$ cat src/rtl/tsv_ram.sv
// Generic single-port-write, single-port-read RAM with registered read data.
module tsv_ram #(
  parameter int unsigned WIDTH = 8,
  parameter int unsigned DEPTH = 16
) (
  input  logic                     clk_i,
  input  logic                     we_i,
  input  logic [$clog2(DEPTH)-1:0] waddr_i,
  input  logic [WIDTH-1:0]         wdata_i,
  input  logic                     re_i,
  input  logic [$clog2(DEPTH)-1:0] raddr_i,
  output logic [WIDTH-1:0]         rdata_o
);

  logic [WIDTH-1:0] mem_q [DEPTH];
  logic [WIDTH-1:0] rdata_q;

  always_ff @(posedge clk_i) begin
    if (we_i) begin
      mem_q[waddr_i] <= wdata_i;
    end
    if (re_i) begin
      rdata_q <= mem_q[raddr_i];
    end
  end

  assign rdata_o = rdata_q;

endmodule

$ cat config.mk
export PLATFORM = sky130hd
export DESIGN_NAME = tsv_ram
export DESIGN_NICKNAME = d
export VERILOG_FILES = /design/src/rtl/tsv_ram.sv
export SDC_FILE = /design/constraint.sdc
export NUM_CORES = 1
export LEC_CHECK = 0
export ABC_AREA = 1
export BUFFER_PORTS_ARGS = -buffer_cell sky130_fd_sc_hd__buf_2
export CAP_MARGIN = 20
export CORE_MARGIN = 2
export CORE_UTILIZATION = 50
export DETAILED_ROUTE_END_ITERATION = 10
export GPL_ROUTABILITY_DRIVEN = 1
export GPL_TIMING_DRIVEN = 0
export PLACE_DENSITY_LB_ADDON = 0.08
export SYNTH_ARGS = -nofsm -noshare
export SYNTH_HDL_FRONTEND = slang
export SYNTH_SLANG_ARGS = --single-unit
$ cat constraint.sdc
create_clock -name clk_i -period 1.1 [get_ports clk_i]
set_input_delay 0.165 -clock clk_i [delete_from_list [all_inputs] [get_ports clk_i]]
set_output_delay 0.165 -clock clk_i [all_outputs]
set_load 0.02 [all_outputs]
==> qor.log, run 1 <==
[worst_setup_path] series of cell instances along the critical path buf_2 -> nand3b_1 -> nor2_1
[worst_setup_path] delay-heaviest family, CP simple AND/OR/NAND/NOR gates
[floorplan] boundary pin count 27
[worst_setup_path] cell with the largest stage delay on the worst path sky130_fd_sc_hd__nor2_1
[yosys] Post-Synthesis Net Count 570
[layout] area growth from synthesis to final layout 19.4%
[pwr] maximum VDD drop 957 uV
[yosys] share of synthesized flip-flops with an asynchronous set or reset 0%
[layout] share of cells above drive strength 1 24.3%
[cts] number of clock buffers inserted by TritonCTS 17
[worst_setup_path] buffers and inverters on the worst path 1
[sta] final max-slew violation count 0
[yosys] top post-synthesis cells by count sky130_fd_sc_hd__nand2_1, sky130_fd_sc_hd__edfxtp_1, sky130_fd_sc_hd__inv_1
[yosys] most common cell in the synthesized netlist sky130_fd_sc_hd__nand2_1
[place] total instance count after detailed placement 717
[worst_setup_path] Crit path required time 1.14 ns
[cts] Post-CTS Repair Setup Buffers 0
[route] DR vias 3861
[global_routing] routing usage on met3 7.02%
[global_routing] residual overflow from global routing 0
[cts] CTS tree yes
[place] # port buffers 23
[global_routing] antenna violations before repair 0
[global_routing] most utilized layer in the global route result met1
[worst_setup_path] path type of the worst setup path input pin to flop
[yosys] proportion of synthesized chip area in sequential cells 69.8%
[cts] Clock Sinks 136
[cts] hold_buf cts 0
[layout] number of fill cells in the layout 973
[yosys] Yosys Warn Count 0
[sta] fmax 761 MHz
[sta] worst slew margin relative to its limit 30.2%
[global_routing] via count of the first global-routing pass 3587
[place] last weighted congestion value of the routability-driven placer 0.839
[sta] Total Negative Setup Slacks -3.51 ns
[outcome] outcome finished with violations
[route] number of vias per cell 5.15
[pwr] static leakage 2.97 nW
[sta] worst hold slack 0.114 ns
[global_routing] GRT met2 Usage 34.9%
[sta] number of failing setup endpoints in the final timing report 39
[sta] final worst-path cycle share 120%
[worst_setup_path] crit path launch type input pin
[yosys] number of flip-flops and latches in the synthesized netlist 136
[worst_setup_path] largest stage delay on the critical path 0.83 ns
[cts] Clock transition at path regs 0.06 ns
[cts] clock latency reported for the late side of the worst-skew pair 0.42 ns
[sta] Fin Clk Skew 0.00515 ns
[yosys] synthesized area 0.00585 mm^2
[floorplan] core area 0.0114 mm^2
[cts] Max clock buf depth 2
[yosys] count of different cell masters after synthesis 11
[sta] Tightest Pin Transition 1.04 ns
[outcome] failing checks setup timing
[cts] Max H-tree Level 4
[layout] diodes inserted 0
[sta] RSZ-0062 raised after global routing yes
[route] routed length per placed instance 19.3 um
[sta] final hold viol count 0
[yosys] dominant synthesized flop cell sky130_fd_sc_hd__edfxtp_1
[global_routing] met1 Usage GRT 35.0%
[worst_setup_path] critical path fanouts, max 8
[yosys] area share of the largest cell type after synthesis 69.8%
[place] Place WS -0.601 ns
[layout] post-layout instance count excluding filler cells 749
[worst_setup_path] critical path endpoint category flop
[yosys] mean cell area of the mapped netlist 10.6 um^2
[cts] buffer type at the clock tree root sky130_fd_sc_hd__clkbuf_16
[floorplan] Die Wd 112 um
[pwr] P per Cell Area 1710 mW/mm^2
[layout] net total in the final layout 612
[sta] shortest clock period the worst path allows after layout 1.31 ns
[route] residual antenna-violating net count after detailed routing 0
[route] total DRC errors in the routed layout 0
[global_routing] pin count of the biggest net entering global routing 17
[global_routing] global-route wire length before repair 21400 um
[place] Detail Placement HPWL 9070 um
[floorplan] starting density of the core 51.2%
[yosys] Area contributors post-synth sky130_fd_sc_hd__edfxtp_1, sky130_fd_sc_hd__nand2_1, sky130_fd_sc_hd__nand3_1
[yosys] number of enable-type register cells in the synthesized netlist 136
[global_routing] global-route usage over all layers 23.8%
[hold_path] Min-Delay Path Class input pin to flop
[yosys] Mapped Cells 551
[floorplan] number of rows created at floorplan 39
[route] drt initial violations 251
[sta] worst-case setup margin in the final layout -0.215 ns
[worst_setup_path] data arrival time of the critical path 1.35 ns
[route] drt total wl 14400 um
[route] number of iterations in the first detailed-routing pass 4
[floorplan] die height 112 um
[run] max-capacitance violation count 0
[yosys] cell accounting for the most synthesized area sky130_fd_sc_hd__edfxtp_1
[floorplan] DIE AREA 0.0126 mm^2
==> registers in the layout, summed over array words and instances, names as in the netlist <==
name,flops
rdata_o,8
mem_q,128
==> cell families after synthesis <==
group	share of synthesized area, %
buffers and inverters	9.39
DFF	69.8
and+or+nand+nor	20.8
==> metal layers <==
layer / vias up / wire [um]
li1: 1865 / -
met1: 1838 / 6780
met2: 144 / 6520
met3: 14 / 962
met4: 0 / 175
met5: - / 0
==> where the power goes <==
group / total [mW] / leakage, nW / switching, mW / internal [mW]
Clock: 5.18 / 0.243 / 2.13 / 3.05
Sequential: 5.87 / 1.24 / 0.0275 / 5.84
Combinational: 0.888 / 1.49 / 0.629 / 0.259
Total: 11.9 / 2.97 / 2.79 / 9.15
==> metrics by stage <==
step / total power, mW / cell area (um^2) / utilization [%]
floorplan: 6.41 / 5850 / -
global placement: 6.74 / 6140 / 53.8
detailed placement: 6.75 / 6140 / 53.8
CTS: 11.8 / 6750 / 59.1
global route: 12.3 / 6980 / 61.2
finish: 11.9 / 6980 / 61.2
==> final cells by class <==
cell class,instances,area [um^2],share of cell area [%]
Sequential cell,136,4080,58.5
Multi-Input combinational cell,289,1500,21.5
Clock buffer,17,425,6.09
Inverter,102,383,5.48
Tap cell,143,179,2.56
Buffer,24,168,2.40
Timing Repair Buffer,23,128,1.83
Clock inverter,15,113,1.61
==> worst paths after layout <==
kind,from,end,slack (ns),cells after the start
worst max-delay path,waddr_i[3],mem_q[5][1]$_DFFE_PP_,-0.21,3
worst min-delay path,re_i,rdata_o[3]$_DFFE_PP_,0.11,1
worst max register to register,mem_q[3][2]$_DFFE_PP_,rdata_o[2]$_DFFE_PP_,0,6
worst min register to register,mem_q[5][6]$_DFFE_PP_,rdata_o[6]$_DFFE_PP_,0.78,6
==> layout by cell type (no fill, tap or decap), types with 6 or more instances in the layout <==
master                       synthesis  final
sky130_fd_sc_hd__clkinvlp_4          0      7
sky130_fd_sc_hd__nor2_2              0     11
sky130_fd_sc_hd__buf_6               6      8
sky130_fd_sc_hd__nor2_1             17      6
sky130_fd_sc_hd__nand3_1            97     50
sky130_fd_sc_hd__buf_2              13     34
sky130_fd_sc_hd__edfxtp_1          136    136
sky130_fd_sc_hd__nand2_1           173    162
sky130_fd_sc_hd__inv_1             100     99
sky130_fd_sc_hd__nand2_2             0     11
sky130_fd_sc_hd__clkbuf_16           0     17
sky130_fd_sc_hd__nand3_2             0     47
==> timing repair <==
| item | in CTS | in global routing |
|---|---|---|
| gates resized for setup | 17 | 58 |
| pin swaps | 4 | 28 |
| setup endpoints to repair | 78 | 88 |
No activity file was read; power rests on OpenSTA's default activity.
==> run 2, diff against run 1 <==
- BUFFER_PORTS_ARGS: -buffer_cell sky130_fd_sc_hd__buf_2 -> not set
- DONT_BUFFER_PORTS: not set -> 1
==> qor.log, run 2 (same netlist as run 1, synthesis figures left out) <==
[hold_path] Min-Delay Path Class input pin to flop
[place] placement-stage cell area 0.00603 mm^2
[worst_setup_path] largest stage delay on the critical path 0.36 ns
[run] max-capacitance violation count 0
[sta] Tightest Pin Transition 0.902 ns
[floorplan] number of rows created at floorplan 39
[layout] flip-flop count of the largest register after layout 128
[global_routing] antenna violations before repair 0
[sta] worst slew margin relative to its limit 39.7%
[sta] final max-slew violation count 0
[sta] RSZ-0062 raised after global routing yes
[worst_setup_path] Crit path required time 1.27 ns
[route] routed length per placed instance 19.7 um
[layout] Most flops, register mem_q
[sta] fmax 889 MHz
[floorplan] die height 112 um
[sta] Fin Clk Skew 0.00601 ns
[sta] final worst-path cycle share 102%
[pwr] maximum VDD drop 1140 uV
[cts] clock latency reported for the late side of the worst-skew pair 0.42 ns
[outcome] outcome finished with violations
[worst_setup_path] series of cell instances along the critical path inv_1 -> nand2_1 -> nand3_2 -> nand3_2 -> nand3_2 -> nand2_2
[worst_setup_path] critical path fanouts, max 1
[place] Detail Placement HPWL 9210 um
[worst_setup_path] reg2reg setup slack -0.02 ns
[cts] Clock Sinks 136
[global_routing] pin count of the biggest net entering global routing 17
[worst_setup_path] critical path's most frequent cell sky130_fd_sc_hd__nand3_2
[worst_setup_path] crit path launch type flop
[layout] diodes inserted 0
[route] drt total wl 14500 um
[worst_setup_path] depth of the most critical reg-to-reg path 6
[cts] Max H-tree Level 4
[layout] net total in the final layout 598
[floorplan] Die Wd 112 um
[global_routing] residual overflow from global routing 0
[cts] CTS tree yes
[sta] final hold viol count 0
[cts] buffer type at the clock tree root sky130_fd_sc_hd__clkbuf_16
[global_routing] global-route wire length before repair 21800 um
[worst_setup_path] cell with the largest stage delay on the worst path sky130_fd_sc_hd__edfxtp_1
[layout] Design Area, Final 0.00699 mm^2
[global_routing] global-route usage over all layers 24.1%
[floorplan] DIE AREA 0.0126 mm^2
[place] # port buffers 0
[sta] worst-case setup margin in the final layout -0.0247 ns
[sta] shortest clock period the worst path allows after layout 1.12 ns
[floorplan] starting density of the core 51.2%
[route] number of vias per cell 5.32
[layout] share of cells above drive strength 1 20.9%
[cts] Max clock buf depth 2
[floorplan] boundary pin count 27
[layout] number of fill cells in the layout 944
[layout] post-layout instance count excluding filler cells 735
[layout] commonest non-fill, non-tap cell in the layout sky130_fd_sc_hd__nand2_1
[sta] number of failing setup endpoints in the final timing report 2
[cts] number of clock buffers inserted by TritonCTS 17
[hold_path] number of stages on the worst hold path 2
[route] drt initial violations 328
[layout] area growth from synthesis to final layout 19.6%
[floorplan] core area 0.0114 mm^2
[cts] Clock transition at path regs 0.05 ns
[pwr] static leakage 3.01 nW
[cts] Post-CTS Repair Setup Buffers 0
[outcome] failing checks setup timing
[route] residual antenna-violating net count after detailed routing 0
[worst_setup_path] end point of the critical path rdata_o[5]$_DFFE_PP_
[global_routing] via count of the first global-routing pass 3683
[route] DR vias 3912
[worst_setup_path] worst reg2reg path endpoint rdata_o[5]$_DFFE_PP_
[pwr] Power Total 12.0 mW
[hold_path] hold wc startpoint waddr_i[1]
[worst_setup_path] data arrival time of the critical path 1.29 ns
[worst_setup_path] path type of the worst setup path flop to flop
[route] total DRC errors in the routed layout 0
[pwr] P per Cell Area 1720 mW/mm^2
[worst_setup_path] startpoint of the most critical register-to-register path mem_q[10][5]$_DFFE_PP_
[layout] commonest non-fill, non-tap cells in the layout sky130_fd_sc_hd__nand2_1, sky130_fd_sc_hd__edfxtp_1, sky130_fd_sc_hd__inv_1
[route] number of iterations in the first detailed-routing pass 6
[place] last weighted congestion value of the routability-driven placer 0.861
[place] total instance count after detailed placement 694
[worst_setup_path] Setup crit start mem_q[10][5]$_DFFE_PP_
[worst_setup_path] critical path endpoint category flop
[run 2: what timing repair did]
item	4_1_cts	5_1_grt
endpoints found under the hold margin	136	0
pin swaps	7	21
gates resized for setup	18	62
hold buffers	9	0
endpoints found under the setup margin	15	122
[run 2: worst max-delay path, delay by kind of cell, from the launching register on]
family        cells  cell delay, ns
buf+inv           1            0.07
flops             1            0.36
simple gates      5            0.44
[run 2: layer usage]
layer	track usage, %	wire length (um)
met3	5.83	1270
met2	34.7	6510
met4	10.2	310
met5	0	0
met1	35.4	6370
[run 2: stage by stage]
stage | hold slack, ns | util [%] | setup TNS (ns) | setup WS, ns
2_1_floorplan | 0.264 | - | -1.01 | -0.0158
3_3_place_gp | 0.265 | 52.8 | -40.86 | -0.460
3_5_place_dp | 0.265 | 52.8 | -43.02 | -0.459
4_1_cts | 0.221 | 59.1 | -0.177 | -0.0116
5_1_grt | 0.259 | 61.2 | -1.35 | -0.0703
6_report | 0.238 | 61.2 | -0.0435 | -0.0247
[run 2: layout make-up]
cell class	count	area (um^2)	area share, %
plain buffers	24	166	2.38
inverters	102	383	5.48
well taps	143	179	2.56
clock inverters	12	109	1.56
repair buffers	9	105	1.50
flip-flops and latches	136	4080	58.4
clock buffers	20	437	6.25
multi-input cells	289	1530	21.9
[run 2: how the worst min path moves through the flow]
stage,end
2_1_floorplan,mem_q[0][0]$_DFFE_PP_
3_3_place_gp,mem_q[10][3]$_DFFE_PP_
3_5_place_dp,mem_q[9][5]$_DFFE_PP_
4_1_cts,mem_q[15][4]$_DFFE_PP_
5_1_grt,mem_q[6][3]$_DFFE_PP_
6_report,mem_q[15][4]$_DFFE_PP_
[run 2: where the power goes]
part | total [mW] | switching (mW) | internal [mW]
registers | 5.91 | 0.0604 | 5.85
clock network | 5.30 | 2.02 | 3.28
logic | 0.834 | 0.587 | 0.246
total | 12.0 | 2.67 | 9.37
==> run 3, diff against run 2 <==
- CORE_UTILIZATION: 50 -> 57
==> qor.log, run 3 (same netlist as run 1, synthesis figures left out) <==
[hold_path] hold wc startpoint we_i
[worst_setup_path] critical path endpoint category output port
[pwr] power share of the clock group 44.4%
[layout] flip-flop count of the largest register after layout 128
[place] Detail Placement HPWL 8760 um
[cts] CTS tree yes
[floorplan] DIE AREA 0.0111 mm^2
[route] number of iterations in the first detailed-routing pass 5
[pwr] static leakage 2.93 nW
[place] Place WS -0.431 ns
[sta] number of failing setup endpoints in the final timing report 13
[run] max-capacitance violation count 0
[pwr] P per Cell Area 1750 mW/mm^2
[layout] commonest non-fill, non-tap cells in the layout sky130_fd_sc_hd__nand2_1, sky130_fd_sc_hd__edfxtp_1, sky130_fd_sc_hd__inv_1
[sta] Tightest Pin Transition 0.936 ns
[global_routing] antenna violations before repair 0
[sta] final worst-path cycle share 107%
[sta] RSZ-0062 raised after global routing yes
[layout] Design Area, Final 0.00690 mm^2
[cts] Clock Sinks 136
[layout] Sequential cell area 0.00408 mm^2
[floorplan] core area 0.00986 mm^2
[cts] Max clock buf depth 2
[place] placement-stage cell area 0.00601 mm^2
[route] total DRC errors in the routed layout 0
[pwr] Power Total 12.1 mW
[layout] Most flops, register mem_q
[floorplan] die height 105 um
[layout] net total in the final layout 598
[cts] clock latency reported for the late side of the worst-skew pair 0.53 ns
[global_routing] global-route wire length before repair 21100 um
[pwr] internal cell power 9.46 mW
[outcome] outcome finished with violations
[route] drt total wl 14100 um
[pwr] combinational cell fraction of total power 6.7%
[floorplan] starting density of the core 59.3%
[layout] total area of multi-input combinational cells 0.00146 mm^2
[global_routing] residual overflow from global routing 0
[layout] share of cells above drive strength 1 17.2%
[route] number of vias per cell 5.46
[sta] Total Negative Setup Slacks -0.666 ns
[cts] Max H-tree Level 4
[pwr] sequential fraction of design power 48.9%
[route] routed length per placed instance 19.4 um
[cts] Clock transition at path regs 0.06 ns
[hold_path] Min-Delay Path Class input pin to flop
[layout] number of fill cells in the layout 703
[sta] worst-case setup margin in the final layout -0.0722 ns
[cts] buffer type at the clock tree root sky130_fd_sc_hd__clkbuf_8
[layout] commonest non-fill, non-tap cell in the layout sky130_fd_sc_hd__nand2_1
[route] drt initial violations 390
[global_routing] via count of the first global-routing pass 3785
[place] last weighted congestion value of the routability-driven placer 0.914
[layout] area growth from synthesis to final layout 18.1%
[sta] final max-slew violation count 0
[sta] final hold viol count 0
[worst_setup_path] data arrival time of the critical path 1.01 ns
[floorplan] Die Wd 105 um
[worst_setup_path] crit path launch type flop
[worst_setup_path] Crit path required time 0.94 ns
[worst_setup_path] startpoint of the most critical register-to-register path mem_q[10][5]$_DFFE_PP_
[layout] diodes inserted 0
[sta] Fin Clk Skew 0.00428 ns
[pwr] Sw Ratio 21.7%
[global_routing] global-route usage over all layers 26.8%
[pwr] net switching power 2.62 mW
[sta] worst slew margin relative to its limit 37.4%
[worst_setup_path] critical path fanouts, max 1
[worst_setup_path] path type of the worst setup path flop to output port
[floorplan] number of rows created at floorplan 36
[floorplan] boundary pin count 27
[pwr] maximum VDD drop 1060 uV
[cts] number of clock buffers inserted by TritonCTS 17
[sta] fmax 853 MHz
[place] # port buffers 0
[outcome] failing checks setup timing
[route] DR vias 3962
[sta] shortest clock period the worst path allows after layout 1.17 ns
[route] residual antenna-violating net count after detailed routing 0
[global_routing] pin count of the biggest net entering global routing 17
[worst_setup_path] Setup crit start rdata_o[6]$_DFFE_PP_
==> run 3: cell types whose count changed in the layout (fill, tap and decap cells not counted), moves of 4 or more <==
cell                             change
sky130_fd_sc_hd__nand2_1            +10
sky130_fd_sc_hd__clkinv_1            +5
sky130_fd_sc_hd__dlymetal6s4s_1      -6
sky130_fd_sc_hd__clkinv_2            -4
sky130_fd_sc_hd__nand3_2             -7
sky130_fd_sc_hd__nand3_1             +7
sky130_fd_sc_hd__nand2_2             -9
sky130_fd_sc_hd__dlygate4sd3_1       +6
==> run 3: final timing paths <==
kind / to / slack [ns] / depth (start not counted)
worst max-delay path: rdata_o[6] / -0.07 / 0
worst min-delay path: mem_q[0][6]$_DFFE_PP_ / 0.11 / 2
worst max register to register: rdata_o[5]$_DFFE_PP_ / -0.05 / 6
worst min register to register: rdata_o[0]$_DFFE_PP_ / 0.78 / 6
==> run 3: layout make-up <==
type	instances	share of cell area, %
Clock inverter	14	1.99
Clock buffer	18	6.05
Sequential cell	136	59.2
Inverter	102	5.55
Buffer	24	2.41
Timing Repair Buffer	9	1.30
Tap cell	133	2.41
Multi-Input combinational cell	289	21.1
==> run 3: stage by stage <==
stage | util, % | cells | hold slack, ns
after floorplan | - | 551 | 0.264
after global routing | 70.0 | 725 | 0.148
after global placement | 61.0 | 684 | 0.265
final | 70.0 | 725 | 0.106
after CTS | 68.4 | 725 | 0.100
after detailed placement | 61.0 | 684 | 0.265
==> run 3: power groups by stage <==
stage	Combinational, mW	Clock [mW]	Sequential, mW
4_1_cts	0.737	5.39	5.91
2_1_floorplan	0.409	0	6.00
3_3_place_gp	0.584	0	6.01
3_5_place_dp	0.588	0	6.01
5_1_grt	0.874	5.63	5.91
6_report	0.810	5.36	5.91
==> run 3: metal layers <==
layer	global-route usage (%)	routed length [um]	up-vias
li1	-	-	1841
met1	37.2	5790	1886
met2	42.4	6660	207
met3	6.12	1370	28
met4	8.38	253	0
met5	0	0	-
==> run 3: what timing repair did <==
action                     in CTS  in global routing
pin swaps                       3                 17
hold endpoints to repair      136                  0
buffers inserted                0                  0
setup endpoints to repair      15                 16
hold buffers                    9                  0
gates resized for setup        19                 35
