==> src/rtl/tsv_pkg.sv <==
// Shared constants and helpers for the time segmented volume block.
package tsv_pkg;

  localparam int unsigned MAX_WINDOW  = 256;
  localparam int unsigned MAX_AVERAGE = 256;
  localparam int unsigned PRICE_BITS  = 20;

  localparam int unsigned VOL_W   = 20;
  localparam int unsigned LEN_W   = 9;
  localparam int unsigned TERM_W  = PRICE_BITS + 1 + VOL_W;
  localparam int unsigned TOT_W   = 49;
  localparam int unsigned SUM_W   = 57;
  localparam int unsigned TAW     = $clog2(MAX_WINDOW);
  localparam int unsigned SAW     = $clog2(MAX_AVERAGE);
  localparam int unsigned STEP_W  = $clog2(SUM_W + 1);

  localparam logic [LEN_W-1:0] WINDOW_RESET = LEN_W'(12);
  localparam logic [LEN_W-1:0] MA_RESET     = LEN_W'(6);

  // Register indexes of the configuration port.
  localparam logic REG_WINDOW_LENGTH = 1'b0;
  localparam logic REG_MA_LENGTH     = 1'b1;

  // Map a raw length register to 1..max.
  function automatic logic [LEN_W-1:0] clamp_len(input logic [LEN_W-1:0] v,
                                                 input logic [LEN_W:0]   max);
    logic [LEN_W-1:0] r;
    if (v == '0) begin
      r = LEN_W'(1);
    end else if ({1'b0, v} > max) begin
      r = max[LEN_W-1:0];
    end else begin
      r = v;
    end
    return r;
  endfunction

endpackage

==> src/rtl/tsv_div.sv <==
// Iterative signed divide of the sum total by the average length, one bit a cycle.
module tsv_div
  import tsv_pkg::*;
(
  input  logic                    clk_i,
  input  logic                    rst_ni,
  input  logic                    start_i,
  input  logic signed [SUM_W-1:0] dividend_i,
  input  logic [LEN_W-1:0]        divisor_i,
  output logic                    done_o,
  output logic signed [TOT_W-1:0] quotient_o
);

  logic              busy_q;
  logic              done_q;
  logic              neg_q;
  logic [SUM_W-1:0]  dvd_q;
  logic [LEN_W-1:0]  rem_q;
  logic [LEN_W-1:0]  dsr_q;
  logic [STEP_W-1:0] cnt_q;
  logic [TOT_W-1:0]  quo_q;
  logic [LEN_W:0]    trial;
  logic              qbit;
  logic [SUM_W-1:0]  quo_final;

  assign trial     = {rem_q, dvd_q[SUM_W-1]};
  assign qbit      = trial >= {1'b0, dsr_q};
  assign quo_final = {dvd_q[SUM_W-2:0], qbit};

  always_ff @(posedge clk_i or negedge rst_ni) begin
    if (!rst_ni) begin
      busy_q <= 1'b0;
      done_q <= 1'b0;
      neg_q  <= 1'b0;
      dvd_q  <= '0;
      rem_q  <= '0;
      dsr_q  <= '0;
      cnt_q  <= '0;
      quo_q  <= '0;
    end else begin
      done_q <= 1'b0;
      if (start_i) begin
        busy_q <= 1'b1;
        neg_q  <= dividend_i[SUM_W-1];
        dvd_q  <= dividend_i[SUM_W-1] ? SUM_W'(-dividend_i) : SUM_W'(dividend_i);
        rem_q  <= '0;
        dsr_q  <= divisor_i;
        cnt_q  <= '0;
      end else if (busy_q) begin
        rem_q <= qbit ? LEN_W'(trial - {1'b0, dsr_q}) : trial[LEN_W-1:0];
        dvd_q <= quo_final;
        cnt_q <= cnt_q + STEP_W'(1);
        if (cnt_q == STEP_W'(SUM_W - 1)) begin
          // last step: fix the sign and hand the quotient over
          busy_q <= 1'b0;
          done_q <= 1'b1;
          quo_q  <= neg_q ? TOT_W'(-quo_final) : TOT_W'(quo_final);
        end
      end
    end
  end

  assign done_o     = done_q;
  assign quotient_o = quo_q;

endmodule

==> config.mk <==
export PLATFORM = sky130hd
export DESIGN_NAME = tsv_div
export DESIGN_NICKNAME = d
export VERILOG_FILES = /design/src/rtl/tsv_pkg.sv /design/src/rtl/tsv_div.sv
export SDC_FILE = /design/constraint.sdc
export NUM_CORES = 1
export LEC_CHECK = 0
export ABC_AREA = 1
export BUFFER_PORTS_ARGS = -buffer_cell sky130_fd_sc_hd__buf_2
export CAP_MARGIN = 20
export CELL_PAD_IN_SITES_DETAIL_PLACEMENT = 0
export CELL_PAD_IN_SITES_GLOBAL_PLACEMENT = 2
export CORE_ASPECT_RATIO = 0.75
export CORE_UTILIZATION = 35
export DETAILED_ROUTE_END_ITERATION = 7
export PLACE_DENSITY_LB_ADDON = 0.12
export SLEW_MARGIN = 0
export SYNTH_ARGS = -nofsm -noshare
export SYNTH_HDL_FRONTEND = slang
export SYNTH_SLANG_ARGS = --single-unit
==> constraint.sdc <==
create_clock -name clk_i -period 5.4 [get_ports clk_i]
set_input_delay 0.27 -clock clk_i [delete_from_list [all_inputs] [get_ports clk_i]]
set_output_delay 0.27 -clock clk_i [all_outputs]
set_load 0.02 [all_outputs]
==> flow_summary.ini, run 1 <==
[floorplan]
io_pins = 119
start_util_pct = 35.8
die_h_um = 146
die_x_um = 194
fp.dieArea_um2 = 28400
fp-row-count = 52
coreArea_um2 = 27100

[job]
max_cap_viol_count = 0

[detailed_routing]
drc = 0
post_drt_wl_per_cell_um = 19.2
drtIter0Drc = 871
first_pass_iters = 7
vias = 9925
vias_per_cell = 5.17
totalWireLength_um = 36800
detail-route-antenna-nets = 0

[sta]
clock_skew_ps = 10.1
final.min_clock_period_ps = 3240
hold_viol = 0
setup_viol_count_final = 0
drv_slew = 0
hold_ws_ps = 51.0
fin_setup_tns_ps = 0
worst_pin_slew_ps = 1050
relSlewSlack_pct = 29.9
rsz0062_at_grt = false
finalCritPeriodShare_pct = 59.9
fmax_ghz = 0.309

[synthesis]
syn-num-nets = 1539
syn_inst = 1456
synth.ff_latch_count = 133
yosysWarningCount = 0
yosysUniqueCellTypes = 46
synth_top_area_cell = dfrtp_1
async_reset_ff_share_pct = 100
yosys-top-cells-area = dfrtp_1 (34%), nand2_1 (17%), nor2_1 (6.8%)
yosys_most_used_dff = dfrtp_1
ys_seq_area_share_pct = 34.3
syn_area_um2 = 9710
netlist.area_leader.share_pct = 34.3
synth-edff-count = 0
syn_avg_cell_area_um2 = 6.67

[final_layout]
syn_to_final_growth_pct = 15.3
fillCellCount = 3020
layout-drive-gt1-share_pct = 15.2
post-route-util_pct = 41.3
design_area_um2 = 11200
n_antenna_cell = 0
layout.nets = 1638

[global_routing]
grt-ovfl-total = 0
grt_pass1_vias = 9350
grt_first_pass_wirelength_um = 56700
grt_max_degree = 91
use_met1_pct = 41.3
antenna_found_initial = 0
grtUsageTotal_pct = 26.5
grt_use_met2_pct = 37.2
busiest_layer = met1
met3_usage_pct = 5.24

[worst_setup_path]
crit_fanout = 9
crit_chain = ha_1 > nand2_2 > inv_1 > nand2_1 > nand3_4 > a21oi_4 > ha_1 > nand3_2 > nor2_4 > nand2_2 > nor2_4 > nand2_2 > nor2_1 > a21oi_1 > xor2_1 > nand2_1 > nand2_1
cpPeakStageDelay_ps = 420
crit_family = simple AND/OR/NAND/NOR gates
required_ps = 5730
critPathKind = flop to flop
arrival_ps = 3560
end_kind = flop
slowest_stage = a21oi_4
start_kind = flop
path_buf_inv = 1

[clock_network]
cts_tree = done
insertion_delay_ps = 440
htreeDepth = 4
clockBufferDepth = 2
clkSinkCount = 133
cts-buffers-inserted = 17
cts_root_buffer = clkbuf_16
path_clk_slew_ps = 70

[pwr]
powerDensity_nw_per_um2 = 299
static-leakage-power_nw = 5.43
vdd_ir_drop_max_mv = 0.216

[place]
place_area_um2 = 10600
gp_congestion = 0.931
io_buffers = 118
dp_hpwl_um = 28500

[hold_path]
min_path_type = input port to flop

[status]
status = finished clean
-- flip-flops by register name, summed over array words and instances, names as in the netlist --
signal,flops
busy_q,1
cnt_q,6
done_o,1
dsr_q,9
dvd_q,57
neg_q,1
quotient_o,49
rem_q,9
-- area by class of cell --
type                    count  area (um2)  area share (%)
well taps                 351         439            3.92
multi-input cells        1110        5570            49.7
clock buffers              19         433            3.87
repair buffers            128         687            6.13
clock inverters            13         125            1.12
inverters                 165         619            5.53
flip-flops and latches    133        3330            29.7
-- worst min-delay path, delay by kind of cell --
kind	cells	cell delay, ps
buffers and inverters	1	80
AO/OA/AOI/OAI	1	60
AND/OR/NAND/NOR	1	40
-- path summary, 6_finish.rpt --
kind	from	end	slack, ps	cells after the start
max in group asynchronous	rst_ni	dvd_q[42]	3740	3
max reg2reg	rem_q[3]	quotient_o[32]	2160	17
max	rem_q[3]	quotient_o[32]	2160	17
min in group asynchronous	rst_ni	dsr_q[8]	500	2
min	divisor_i[6]	dsr_q[6]	50	3
min reg2reg	quotient_o[44]	quotient_o[44]	470	2
-- through the flow --
step	cells	setup WS, ps	total power [mW]
floorplan	1456	2800	1.87
global placement	1885	2400	2.20
detailed placement	1885	2240	2.20
CTS	1918	2180	3.36
global route	1919	1930	3.54
finish	1919	2160	3.34
-- layout by cell type (no fill, tap or decap), types with 3 or more instances in the layout --
| cell type | count |
|---|---|
| nand2_1 | 447 |
| nor2_1 | 175 |
| inv_1 | 146 |
| dfrtp_1 | 133 |
| buf_2 | 117 |
| nand3_1 | 111 |
| o21ai_0 | 70 |
| xor2_1 | 48 |
| a21oi_1 | 33 |
| o21ai_1 | 28 |
| o22ai_1 | 24 |
| o221ai_1 | 24 |
| nand4_1 | 21 |
| nor2_2 | 19 |
| clkbuf_16 | 17 |
| inv_2 | 16 |
| nor3_1 | 14 |
| ha_1 | 13 |
| nand2_2 | 12 |
| o21bai_1 | 12 |
| o211ai_1 | 9 |
| nor2_4 | 8 |
| nor3_2 | 8 |
| buf_4 | 8 |
| clkinv_4 | 5 |
| nand3_2 | 4 |
| nand3_4 | 3 |
| clkinv_1 | 3 |
| o21ai_2 | 3 |
| a31oi_1 | 3 |
| inv_6 | 3 |
-- cell families after synthesis --
group | after synthesis | synth area share, %
adder cells (fa/ha/maj) | 14 | 1.88
flip-flops | 133 | 34.3
AND/OR/NAND/NOR | 833 | 37.7
XOR/XNOR | 50 | 4.51
buffers and inverters | 213 | 8.40
AO/OA/AOI/OAI | 213 | 13.2
-- cell usage after synthesis (21+ instances only) --
library cell,count
nand2_1,447
nor2_1,176
inv_1,146
dfrtp_1,133
nand3_1,111
o21ai_0,70
xor2_1,48
a21oi_1,33
o21ai_1,28
clkbuf_1,26
o221ai_1,24
o22ai_1,24
nand4_1,21
-- what timing repair did --
item                      4_1_cts  5_1_grt
hold endpoints to repair       89        0
resized for setup               0        0
hold buffers                    1        0
setup buffers                   0        0
-- report_power, final --
part           switching [mW]  leakage [nW]  internal, mW
sequential             0.0812          1.67          1.09
combinational           0.704          3.49         0.325
clock                   0.508         0.268         0.639
total                    1.29          5.43          2.05
-- layer usage --
layer | wire length [um] | up-vias
li1 | - | 4913
met1 | 19300 | 4709
met2 | 14800 | 283
met3 | 2420 | 20
met4 | 274 | 0
met5 | 0 | -
Power figures use the tool's default switching activity.
==> run 2, diff against run 1 <==
Settings changed: ABC_AREA 1 to 0.
Clock period 5.4 ns to 3.1 ns, I/O delays scaled along.
==> run 2 against run 1 <==
Via count decreased by 30%. Clock-buffer cell count up 3. Core utilization increased by 5.0 points. Non-clock buffer count grew 74. Highest routed layer unchanged. Clock skew up 2.2 ps. First-iteration DRC count shrank 54%.
==> flow_summary.ini, run 2 <==
[status]
status = finished clean

[place]
dp_hpwl_um = 15600
io_buffers = 118
gp_congestion = 0.771
dpl_worst_slack_ps = -121

[floorplan]
io_pins = 119
coreArea_um2 = 22300
die_h_um = 133
die_x_um = 177
fp.dieArea_um2 = 23600
start_util_pct = 36.1
fp-row-count = 47

[detailed_routing]
first_pass_iters = 8
post_drt_wl_per_cell_um = 15.9
vias = 6959
vias_per_cell = 5.01
drc = 0
totalWireLength_um = 22000
detail-route-antenna-nets = 0
drtIter0Drc = 404

[synthesis]
synth.top_cells.by_count = nand2_1 (148), dfrtp_1 (133), o21ai_0 (120)
synth_fa_ha_area_share_pct = 2.27
syn_avg_cell_area_um2 = 8.77
synth-xor-area-share_pct = 12.1
synth-simple-area-share_pct = 18.0
yosysWarningCount = 0
synth_top_area_cell = dfrtp_1
synth.area.mux_share_pct = 3.62
yosysUniqueCellTypes = 46
yosys-top-cells-area = dfrtp_1 (41%), xor2_1 (8.9%), o21ai_0 (7.5%)
synth_top_family_by_area = compound AO/OA/AOI/OAI gates
syn_area_um2 = 8050
synth.most_common_cell = nand2_1
ys_seq_area_share_pct = 41.4
synth-edff-count = 0
netlist.area_leader.share_pct = 41.4
synth_compound_area_share_pct = 19.1
syn-num-nets = 1000
yosys_most_used_dff = dfrtp_1
synth.ff_latch_count = 133
syn_inst = 917
async_reset_ff_share_pct = 100

[worst_setup_path]
required_ps = 3400
critPathKind = flop to flop
arrival_ps = 3360
start_kind = flop
crit_fanout = 5
end_kind = flop

[clock_network]
path_clk_slew_ps = 60
htreeDepth = 4
clkSinkCount = 133
clockBufferDepth = 2
insertion_delay_ps = 420
cts_root_buffer = clkbuf_16
cts-buffers-inserted = 17
cts_tree = done

[global_routing]
antenna_found_initial = 0
grt-ovfl-total = 0
grt_max_degree = 100
grt_pass1_vias = 6576
grtUsageTotal_pct = 19.4
grt_first_pass_wirelength_um = 35900

[sta]
drv_slew = 0
fmax_ghz = 0.327
setup_viol_count_final = 0
clock_skew_ps = 12.3
final.min_clock_period_ps = 3060
relSlewSlack_pct = 49.5
fin_setup_tns_ps = 0
worst_pin_slew_ps = 757
finalWorstSetupSlack_ps = 38.8
rsz0062_at_grt = true
hold_ws_ps = 63.1
finalCritPeriodShare_pct = 98.7
hold_viol = 0

[final_layout]
post-route-util_pct = 46.2
layout-drive-gt1-share_pct = 23.5
largest_register_ff_count = 57
n_antenna_cell = 0
final_cell_mix = nand2_1 (147), dfrtp_1 (132), o21ai_0 (117), buf_2 (116), xor2_1 (82)
final_common_cell = nand2_1
largest_register = dvd_q
layout.nets = 1165
syn_to_final_growth_pct = 28.1

[pwr]
powerDensity_nw_per_um2 = 559
vdd_ir_drop_max_mv = 0.332
static-leakage-power_nw = 4.70

[job]
max_cap_viol_count = 0

[hold_path]
min_path_type = input port to flop
-- run 2: area by class of cell --
type                            instances  area (um2)
Tap cell                              294         368
Inverter                               20        75.1
Fill cell                            2260       12000
Clock inverter                         10         168
Timing Repair Buffer                  202        1270
Multi-Input combinational cell        708        4610
Sequential cell                       133        3330
Clock buffer                           22         484
-- run 2: layer usage --
metal	track usage (%)	routed length [um]	share of wire [%]
met1	30.2	11800	54
met2	27.4	9160	42
met3	3.45	909	4.1
met4	4.60	138	0.63
met5	0	0	0
-- run 2: report_power, final --
part           internal [mW]  leakage, nW  switching, mW
logic                  0.708         2.69          0.764
clock network           1.44        0.317          0.812
registers               1.89         1.70          0.151
total                   4.03         4.70           1.73
-- run 2: stage by stage --
stage          instances  power, mW  area [um2]
2_1_floorplan        917       2.93        8160
5_1_grt             1389       6.08       10300
4_1_cts             1384       5.81       10200
3_5_place_dp        1338       3.46        9410
3_3_place_gp        1338       3.47        9410
6_report            1389       5.76       10300
-- run 2: final timing paths --
kind                                startpoint             end  slack (ps)  depth (start not counted)
worst min register to register  quotient_o[18]  quotient_o[18]         470                          2
worst max register to register       dvd_q[56]  quotient_o[46]          40                         16
worst max-delay path                 dvd_q[56]  quotient_o[46]          40                         16
worst min-delay path            dividend_i[46]       dvd_q[46]          60                          3
min in group asynchronous               rst_ni  quotient_o[13]         300                          2
max in group asynchronous               rst_ni       dvd_q[20]        1990                          3
-- run 2: kinds of logic after synthesis --
| group | Yosys count |
|---|---|
| adders and majority gates | 14 |
| muxes | 29 |
| DFF | 133 |
| and+or+nand+nor | 302 |
| AOI/OAI and AO/OA | 252 |
| buffers and inverters | 76 |
| xor gates and xnor gates | 111 |
-- run 2: worst max-delay path, stage by stage (launching register included) --
cell	delay (ps)
dfrtp_1	390
inv_2	70
ha_4	130
fa_2	200
nand2b_4	130
o2bb2ai_4	120
a31o_4	170
nand2_2	50
inv_2	80
ha_4	120
nor2b_4	160
nand3_4	80
or3_4	410
or3_4	410
o31ai_4	190
xor2_1	160
o21ai_1	70
-- run 2: repair_timing --
action	in CTS	in global routing
endpoints found under the setup margin	12	15
hold buffers	11	0
gates resized for setup	6	6
buffers inserted	3	4
pin swaps	10	2
hold endpoints to repair	71	0
==> run 3, diff against run 2 <==
Settings changed: CORE_UTILIZATION 35 to 30.
==> run 3 against run 2 <==
Cell area increased by 1.8%. The flow now finishes with violations (negative hold slack, negative setup slack). Critical path type unchanged. Core utilization decreased by 6.1 points. Fmax decreased by 1.7%.
==> flow_summary.ini, run 3 (synthesis results as in run 2) <==
[status]
status = finished, violations left
violations = negative hold slack, negative setup slack

[worst_setup_path]
r2r_cells = 16
r2r-start = dvd_q[56]
reg2reg_slack_ps = -10
arrival_ps = 3410
required_ps = 3400
critPathKind = flop to flop
start_kind = flop
end_kind = flop
crit_fanout = 5
r2r_end = quotient_o[42]

[sta]
clock_skew_ps = 9.70
fin_setup_tns_ps = -37.9
final.min_clock_period_ps = 3110
hold_viol = 2
setup_viol_count_final = 4
rsz0062_at_grt = true
finalCritPeriodShare_pct = 100
fmax_ghz = 0.321
relSlewSlack_pct = 36.0
drv_slew = 0
worst_pin_slew_ps = 961
finalWorstSetupSlack_ps = -14.3
hold_ws_ps = -2.89

[hold_path]
min_path_type = input port to flop
whs_endpoint = dsr_q[8]
min_from = divisor_i[8]
min_path_cells = 3

[pwr]
combPwrFrac_pct = 25.8
clkPwrFrac_pct = 40.5
p_sw_mw = 1.76
static-leakage-power_nw = 4.76
vdd_ir_drop_max_mv = 0.412
powerDensity_nw_per_um2 = 580
pwr-share-seq_pct = 33.6
internal_power_mw = 4.32
swShare_pct = 29.0
power.total_mw = 6.08

[final_layout]
final_common_cell = nand2_1
design_area_um2 = 10500
post-route-util_pct = 40.1
syn_to_final_growth_pct = 30.4
n_antenna_cell = 0
final_cell_mix = nand2_1 (146), dfrtp_1 (132), o21ai_0 (117), buf_2 (116), xor2_1 (82)
largest_register = dvd_q
layout-drive-gt1-share_pct = 24.4
largest_register_ff_count = 57
final_cells = 1446
layout.nets = 1172

[global_routing]
grtUsageTotal_pct = 18.0
grt-ovfl-total = 0
antenna_found_initial = 1
grt_max_degree = 114
grt_first_pass_wirelength_um = 38200
grt_pass1_vias = 6748

[clock_network]
cts_root_buffer = clkbuf_16
insertion_delay_ps = 430
cts-buffers-inserted = 17
path_clk_slew_ps = 60
cts_tree = done
htreeDepth = 4
clockBufferDepth = 2
clkSinkCount = 133

[floorplan]
fp.dieArea_um2 = 27500
die_h_um = 144
coreArea_um2 = 26200
start_util_pct = 30.8
io_pins = 119
die_x_um = 191
fp-row-count = 51

[detailed_routing]
totalWireLength_um = 23600
drc = 0
detail-route-antenna-nets = 0
vias = 7006
first_pass_iters = 4
drtIter0Drc = 395
vias_per_cell = 4.85
post_drt_wl_per_cell_um = 16.3

[place]
dpl_worst_slack_ps = -105
place_area_um2 = 9520
gp_congestion = 0.772
dp.cells = 1392
io_buffers = 118
dp_hpwl_um = 16800

[job]
max_cap_viol_count = 0
-- run 3: cell types whose count changed in the layout (fill, tap and decap cells not counted), moves of 2 or more --
cell / previous run / this run
buf_4: 73 / 81
bufinv_16: 4 / 7
clkbuf_1: 1 / 3
clkinv_4: 2 / 0
dlygate4sd3_1: 11 / 9
inv_6: 2 / 0
-- run 3: worst max-delay path by stage --
stage	startpoint	to	slack (ps)	depth (start not counted)
after global placement	dvd_q[56]	quotient_o[42]	-70	16
after global routing	dvd_q[56]	quotient_o[42]	-180	16
final	dvd_q[56]	quotient_o[42]	-10	16
after CTS	dvd_q[56]	quotient_o[46]	-30	16
after detailed placement	dvd_q[56]	quotient_o[42]	-100	16
after floorplan	dvd_q[56]	quotient_o[42]	-210	17
-- run 3: repair_timing --
action / CTS / global route
hold buffers: 9 / 0
setup buffers: 11 / 2
endpoints found under the setup margin: 4 / 18
gates resized for setup: 5 / 11
pin swaps: 13 / 2
endpoints found under the hold margin: 66 / 0
-- run 3: critical path, stage by stage (launching register included) --
cell and delay [ps]:
dfrtp_1 380, inv_2 70, ha_4 130, fa_2 200, nand2b_4 130, o2bb2ai_4 120
a31o_4 180, nand2_2 60, inv_2 80, ha_4 130, nor2b_4 160, nand3_4 80
or3_4 420, or3_4 400, o31ai_4 190, xor2_1 170, o21ai_1 70
-- run 3: area by class of cell --
cell class,instances,area (um2)
clock buffers,23,478
inverters,20,75.1
clock inverters,9,220
well taps,344,430
flip-flops and latches,133,3330
multi-input cells,708,4620
fillers,2723,15700
repair buffers,209,1330
-- run 3: per-layer routing --
metal / up-vias / track usage (%) / part of all wire, %
met3: 13 / 3.32 / 3.7
li1: 3591 / - / -
met1: 3287 / 26.9 / 53
met4: 2 / 4.05 / 0.75
met5: - / 0 / 0.034
met2: 113 / 26.5 / 42
-- run 3: power groups by stage --
stage / Clock, mW / Sequential [mW] / Combinational, mW
2_1_floorplan: 0 / 2.04 / 0.884
3_3_place_gp: 0 / 2.07 / 1.44
3_5_place_dp: 0 / 2.07 / 1.43
4_1_cts: 2.52 / 2.04 / 1.56
5_1_grt: 2.58 / 2.07 / 1.75
6_report: 2.46 / 2.05 / 1.57
